$ cat src/rtl/core/rxd_pkg.sv
// Package for the RLE / XOR-delta frame decoder.
// Holds mode, status and packet phase codes, and the controller/datapath link types.
// No dependencies.
package rxd_pkg;

   localparam int unsigned REGION_WIDTH = 17;

   localparam logic [1:0] MODE_RAW    = 2'd0;
   localparam logic [1:0] MODE_XOR    = 2'd1;
   localparam logic [1:0] MODE_RLE    = 2'd2;
   localparam logic [1:0] MODE_RLEXOR = 2'd3;

   localparam logic [2:0] STAT_OK      = 3'd0;
   localparam logic [2:0] STAT_LENGTH  = 3'd1;
   localparam logic [2:0] STAT_MODE    = 3'd2;
   localparam logic [2:0] STAT_NO_REF  = 3'd3;
   localparam logic [2:0] STAT_OVERRUN = 3'd4;

   localparam logic [1:0] PHASE_TAG     = 2'd0;
   localparam logic [1:0] PHASE_REPEAT  = 2'd1;
   localparam logic [1:0] PHASE_LITERAL = 2'd2;

   localparam int unsigned TAG_REPEAT_BIT = 7;
   localparam logic [7:0]  TAG_COUNT_MASK = 8'h7F;

   typedef enum logic [4:0] {
      S_IDLE   = 5'b00001,
      S_DECODE = 5'b00010,
      S_READ   = 5'b00100,
      S_WRITE  = 5'b01000,
      S_FINISH = 5'b10000
   } rxd_state_type;

   typedef struct packed {
      logic capture;
      logic decode;
      logic read;
      logic write;
      logic finish;
   } rxd_cmd_type;

   typedef struct packed {
      logic run_nonzero;
      logic xor_mode;
      logic last_pixel;
      logic hold_full;
      logic out_free;
      logic finish_emit;
   } rxd_status_type;

endpackage

$ cat src/rtl/core/rxd_ctrl.sv
// Controller of the frame decoder: sequences capture, decode, pixel read/write and finish.
// Depends on rxd_pkg; drives the datapath by rxd_cmd_type, reads rxd_status_type.
module rxd_ctrl (
   input  logic                    clock,
   input  logic                    reset,
   input  logic                    req_valid,
   output logic                    req_ready,
   input  rxd_pkg::rxd_status_type status,
   output rxd_pkg::rxd_cmd_type    cmd
);

   rxd_pkg::rxd_state_type state_ff, state_in;

   always_comb begin
      state_in  = state_ff;
      cmd       = '0;
      req_ready = 1'b0;
      case (state_ff)
         rxd_pkg::S_IDLE: begin
            req_ready = 1'b1;
            if (req_valid) begin
               cmd.capture = 1'b1;
               state_in    = rxd_pkg::S_DECODE;
            end
         end
         rxd_pkg::S_DECODE: begin
            cmd.decode = 1'b1;
            if (!status.run_nonzero) begin
               state_in = rxd_pkg::S_FINISH;
            end else if (status.xor_mode) begin
               state_in = rxd_pkg::S_READ;
            end else begin
               state_in = rxd_pkg::S_WRITE;
            end
         end
         rxd_pkg::S_READ: begin
            cmd.read = 1'b1;
            state_in = rxd_pkg::S_WRITE;
         end
         rxd_pkg::S_WRITE: begin
            if (!status.hold_full || status.out_free) begin
               cmd.write = 1'b1;
               if (status.last_pixel) begin
                  state_in = rxd_pkg::S_FINISH;
               end else if (status.xor_mode) begin
                  state_in = rxd_pkg::S_READ;
               end else begin
                  state_in = rxd_pkg::S_WRITE;
               end
            end
         end
         rxd_pkg::S_FINISH: begin
            if (!status.finish_emit || status.out_free) begin
               cmd.finish = 1'b1;
               state_in   = rxd_pkg::S_IDLE;
            end
         end
         default: begin
            state_in = rxd_pkg::S_IDLE;
         end
      endcase
   end

   always_ff @(posedge clock) begin
      if (reset) begin
         state_ff <= rxd_pkg::S_IDLE;
      end else begin
         state_ff <= state_in;
      end
   end

endmodule

$ cat config.mk
export PLATFORM = sky130hd
export DESIGN_NAME = rxd_ctrl
export DESIGN_NICKNAME = d
export VERILOG_FILES = /design/src/rtl/core/rxd_pkg.sv /design/src/rtl/core/rxd_ctrl.sv
export SDC_FILE = /design/constraint.sdc
export NUM_CORES = 1
export LEC_CHECK = 0
export BUFFER_PORTS_ARGS = -buffer_cell sky130_fd_sc_hd__buf_2
export CORE_AREA = 4 4 41 43
export CTS_CLUSTER_DIAMETER = 100
export DETAILED_ROUTE_END_ITERATION = 6
export DIE_AREA = 0 0 45 47
export SYNTH_ARGS = -nofsm -noshare
export SYNTH_HDL_FRONTEND = slang
export SYNTH_SLANG_ARGS = --single-unit
$ cat constraint.sdc
create_clock -name clock -period 3.3 [get_ports clock]
set_clock_uncertainty 0.15 [all_clocks]
set_input_delay 0.66 -clock clock [delete_from_list [all_inputs] [get_ports clock]]
set_output_delay 0.66 -clock clock [all_outputs]
set_load 0.02 [all_outputs]
==> impl_metrics.tcl, run 1 <==
set metrics [dict create \
    antenna_found_initial 0 \
    syn_nets 49 \
    totalWireLength_microns 772 \
    finalNetCount 67 \
    die_h_microns 47 \
    cts-resized-gates 0 \
    min_path_type "reg -> reg" \
    coreArea_sq_um 1300 \
    path_class "reg -> out" \
    tritoncts "done" \
    final_hold_viol_count 0 \
    slew-limit-headroom_pct 80.1 \
    netlist_instances 40 \
    regToRegStartpoint "state_ff[3]$_SDFFE_PP0P_" \
    instances_no_fill 72 \
    syn_area_per_cell_sq_um 8.23 \
    grt-ovfl-total 0 \
    ys.flop_type "dfxtp_1" \
    first_global_vias 349 \
    layout-drive-gt1-share_pct 35.1 \
    worst_slew_pin_slew_ps 297 \
    status "finished, final reports clean" \
    worstPathRequired_ps 2490 \
    die_x_microns 45 \
    areaGrowthSynthToFinish_pct 33.5 \
    top_usage_layer "met2" \
    r2r_cells 4 \
    port_buffers 14 \
    root_buffer "clkbuf_4" \
    grt_util_met2_pct 14.4 \
    ios 15 \
    gp_congestion 0.749 \
    largest_register_ff_count 5 \
    top_register "state_ff" \
    reg_top3 "state_ff: 5 flops" \
    num_antenna_cells 0 \
    multi_input_area_sq_um 216 \
    cts_hold_buffers 0 \
    p_leak_nw 0.207 \
    async_reset_ff_share_pct 0 \
    fmaxAchievable_mhz 441 \
    seq_area_sq_um 100 \
    via_count 353 \
    yosys-top-cells-area "dfxtp_1, nor2_1, o21a_1" \
    yosys.area.top_type "dfxtp_1" \
    wire_per_inst_microns 10.7 \
    ys_top_cells_by_count "nor2_1, dfxtp_1" \
    vdd_ir_drop_max_mv 0.184 \
    drv_cap 0 \
    r2r_end "state_ff[4]$_SDFFE_PP0P_" \
    cts.path.max_buffers 2 \
    synth-edff-count 0 \
    drc 0 \
    dr.pass1.iters 2 \
    cp-startpoint "state_ff[1]$_SDFFE_PP0P_" \
    start_kind "flop" \
    path_cells "nor3_1, and3b_1, nand2_1, inv_1, buf_2" \
    clkSinkCount 5 \
    crit_fanout 9 \
    setup-tns-final_ps 0 \
    power_density_nw_per_um2 368 \
    crit_end "cmd[4]" \
    maxSlewViolCount 0 \
    track_usage_pct 9.10 \
    ys_types 27 \
    vias_per_cell 4.90 \
    clk_pin_slew_worst_paths_ps 40 \
    row_count 13 \
    layout_min_cycle_time_ps 2270 \
    grt_pass1_wl_microns 1410 \
    cts_buffers 3 \
    clock_latency_ps 240 \
    drt-initial-drc-count 3 \
    fin_crit_sh_pct 68.6 \
    post_cts_buffers 0 \
    dieArea_sq_um 2120 \
    syn_area_sq_um 329 \
    r2r_slack_ps 1840 \
    yosysWarnings 0 \
    ant_nets 0 \
    use_met3_pct 4.21 \
    rsz0062_at_grt "no" \
    ys_seq_area_share_pct 30.4 \
    grt_util_met1_pct 10.7 \
    synth_most_common_cell "nor2_1" \
    cpMaxStageDelayCell "dfxtp_1" \
    synth_top_cell_area_share_pct 30.4 \
    finalSetupViolCount 0 \
    holdWs_ps 423 \
    synth-seq-cells 5 \
    arrival_ps 1460 \
    start_util_pct 25.3 \
    slowest_delay_ps 360 \
    dp_cells 68 \
    h-tree-depth 1 \
    grt_max_degree 10 \
    place_hpwl_microns 638 \
    endpoint_kind "output pin" \
    fillerInstances 161 \
]
==> routing by layer <==
metal  part of all wire [%]  wire, microns
met1                     48            367
met2                     44            343
met3                    7.9             61
met4                      0              0
met5                      0              0
==> kinds of logic (layout without fill, tap and decap cells) <==
group           Yosys count  in the layout  share of synthesized area [%]
flops                     5              5                           30.4
buf+inv                   3             20                           3.80
xor+xnor                  1              1                           2.66
compound gates            9              9                           18.6
simple gates             22             22                           44.5
==> power by group <==
| group | internal, mW | total, mW | switching (mW) |
|---|---|---|---|
| clock | 0.0457 | 0.0697 | 0.0241 |
| sequential | 0.0627 | 0.0654 | 0.00276 |
| combinational | 0.0122 | 0.0264 | 0.0142 |
==> worst max-delay path: cells and delay by family (launching register included) <==
kind | cells | cell delay (ps)
simple gates | 3 | 640
buf+inv | 2 | 210
flops | 1 | 360
==> cell usage in the layout (no fill, tap or decap), drive strengths merged, types with 2 or more instances in the layout <==
| master | count |
|---|---|
| o21ai | 2 |
| inv | 2 |
| clkbuf | 4 |
| nor2b | 2 |
| dfxtp | 5 |
| o21a | 2 |
| buf | 14 |
| nor2 | 6 |
==> how the worst min path moves through the flow <==
stage                                         from                        to  slack [ps]  cells past startpoint
final                     state_ff[4]$_SDFFE_PP0P_  state_ff[4]$_SDFFE_PP0P_         420                      2
after global routing      state_ff[4]$_SDFFE_PP0P_  state_ff[4]$_SDFFE_PP0P_         460                      2
after CTS                 state_ff[4]$_SDFFE_PP0P_  state_ff[4]$_SDFFE_PP0P_         430                      2
after detailed placement  state_ff[4]$_SDFFE_PP0P_  state_ff[4]$_SDFFE_PP0P_         420                      2
after global placement    state_ff[4]$_SDFFE_PP0P_  state_ff[4]$_SDFFE_PP0P_         410                      2
after floorplan           state_ff[4]$_SDFFE_PP0P_  state_ff[4]$_SDFFE_PP0P_         360                      2
==> through the flow <==
| step | instance area [sq um] | total power [mW] | setup slack (ps) | utilization, % |
|---|---|---|---|---|
| after floorplan | 329 | 0.0815 | 989 | - |
| after global placement | 413 | 0.0928 | 1180 | 31.7 |
| after detailed placement | 413 | 0.0929 | 1170 | 31.7 |
| after CTS | 439 | 0.165 | 1020 | 33.8 |
| after global routing | 439 | 0.175 | 883 | 33.8 |
| final | 439 | 0.162 | 1030 | 33.8 |
==> layout make-up <==
cell class,count,share of cell area [%]
Multi-Input combinational cell,32,49.3
Sequential cell,5,22.8
Timing Repair Buffer,14,16.0
Clock buffer,4,5.98
Tap cell,15,4.27
Inverter,2,1.71
No activity file was read; power rests on OpenSTA's default activity.
==> inputs of run 2 (changes only) <==
clock period = 1.8 ns   (was 3.3 ns; I/O delays follow)
==> impl_metrics.tcl, run 2 (synthesis results as in run 1) <==
set metrics [dict create \
    clock_latency_ps 240 \
    post_cts_buffers 0 \
    port_buffers 14 \
    fillerInstances 144 \
    areaGrowthSynthToFinish_pct 52.5 \
    hold_end "state_ff[1]$_SDFFE_PP0P_" \
    grt-ovfl-total 0 \
    dpl_cell_area_sq_um 442 \
    totalWireLength_microns 832 \
    top_register "state_ff" \
    endpoint_kind "output pin" \
    arrival_ps 1240 \
    row_count 13 \
    layout_min_cycle_time_ps 1750 \
    r2r_cells 5 \
    die_x_microns 45 \
    drt-initial-drc-count 1 \
    dp_cells 71 \
    min_path_type "in -> reg" \
    power_density_nw_per_um2 619 \
    drv_cap 0 \
    worst_slew_pin_slew_ps 234 \
    cts.path.max_buffers 2 \
    min_from "reset" \
    track_usage_pct 8.85 \
    start_kind "flop" \
    final_area_sq_um 502 \
    final_hold_viol_count 0 \
    tritoncts "done" \
    clk_pin_slew_worst_paths_ps 40 \
    clkSinkCount 5 \
    r2r_end "state_ff[4]$_SDFFE_PP0P_" \
    start_util_pct 25.3 \
    worstPathRequired_ps 1290 \
    die_h_microns 47 \
    cts_hold_buffers 0 \
    p_leak_nw 0.228 \
    final_common_cell "buf_2" \
    fmaxAchievable_mhz 570 \
    dieArea_sq_um 2120 \
    finalSetupViolCount 0 \
    grt_max_degree 9 \
    maxSlewViolCount 0 \
    layout-drive-gt1-share_pct 51.7 \
    coreArea_sq_um 1300 \
    rsz0062_at_grt "yes" \
    slew-limit-headroom_pct 84.4 \
    antenna_found_initial 0 \
    r2r_slack_ps 310 \
    gp_congestion 0.687 \
    h-tree-depth 1 \
    via_count 363 \
    regToRegStartpoint "state_ff[1]$_SDFFE_PP0P_" \
    holdPathStages 2 \
    drc 0 \
    place_hpwl_microns 656 \
    ios 15 \
    wire_per_inst_microns 11.1 \
    grt_pass1_wl_microns 1330 \
    vdd_ir_drop_max_mv 0.341 \
    layout_common_cells "buf_2, nor2_1, buf_4, dfxtp_1, clkbuf_4" \
    path_class "reg -> out" \
    reg_top3 "state_ff: 5 flops" \
    instances_no_fill 75 \
    num_antenna_cells 0 \
    crit_fanout 3 \
    finalNetCount 70 \
    largest_register_ff_count 5 \
    first_global_vias 343 \
    vias_per_cell 4.84 \
    cts_buffers 3 \
    ant_nets 0 \
    root_buffer "clkbuf_4" \
    status "finished, final reports clean" \
    fin_crit_sh_pct 97.5 \
    dr.pass1.iters 3 \
]
## run 2: power breakdown
| part | leakage [nW] | internal, mW | switching (mW) | total, mW |
|---|---|---|---|---|
| clock | 0.0150 | 0.0839 | 0.0467 | 0.131 |
| combinational | 0.172 | 0.0295 | 0.0312 | 0.0607 |
| sequential | 0.0412 | 0.115 | 0.00454 | 0.119 |
## run 2: area by class of cell
cell class	count	area, sq um	share of cell area, %
multi-input cells	32	246	49.1
flip-flops and latches	5	101	20.2
repair buffers	17	101	20.2
clock buffers	4	26.3	5.24
well taps	15	18.8	3.74
inverters	2	7.51	1.50
## run 2: metal layers
metal / part of all wire (%) / wire [microns] / track usage, %
met5: 0 / 0 / 0
met3: 6.6 / 55 / 2.30
met2: 42 / 353 / 12.4
met1: 49 / 407 / 11.4
met4: 1.9 / 16 / 7.02
## run 2: per-stage QoR
step / setup WS (ps) / power [mW] / hold slack [ps] / util (%) / setup TNS, ps
after floorplan: 97.7 / 0.150 / 279 / - / 0
after global placement: 217 / 0.174 / 434 / 33.9 / 0
after detailed placement: 217 / 0.174 / 433 / 33.9 / 0
after CTS: 14.1 / 0.309 / 180 / 36.5 / 0
after global routing: -19.0 / 0.328 / 206 / 38.6 / -34.9
final: 45.9 / 0.311 / 181 / 38.6 / 0
## run 2: worst max-delay path by stage
| stage | start | to | slack [ps] | cells after the start |
|---|---|---|---|---|
| global route | state_ff[1]$_SDFFE_PP0P_ | cmd[1] | -20 | 5 |
| detailed placement | state_ff[4]$_SDFFE_PP0P_ | cmd[1] | 220 | 4 |
| CTS | state_ff[1]$_SDFFE_PP0P_ | cmd[1] | 10 | 5 |
| floorplan | state_ff[3]$_SDFFE_PP0P_ | cmd[4] | 100 | 5 |
| finish | state_ff[3]$_SDFFE_PP0P_ | cmd[4] | 50 | 5 |
| global placement | state_ff[0]$_SDFFE_PP1P_ | cmd[1] | 220 | 4 |
## run 2: critical path, stage by stage, from the launching register on
cell     delay (ps)
dfxtp_2         320
nor3_2          210
and3b_2         230
nand2_2          70
inv_1            70
buf_6           110
## run 2: timing repair
item                                    in CTS  in global routing
pin swaps                                    0                  2
gates resized for setup                      2                  9
endpoints found under the setup margin       3                  3
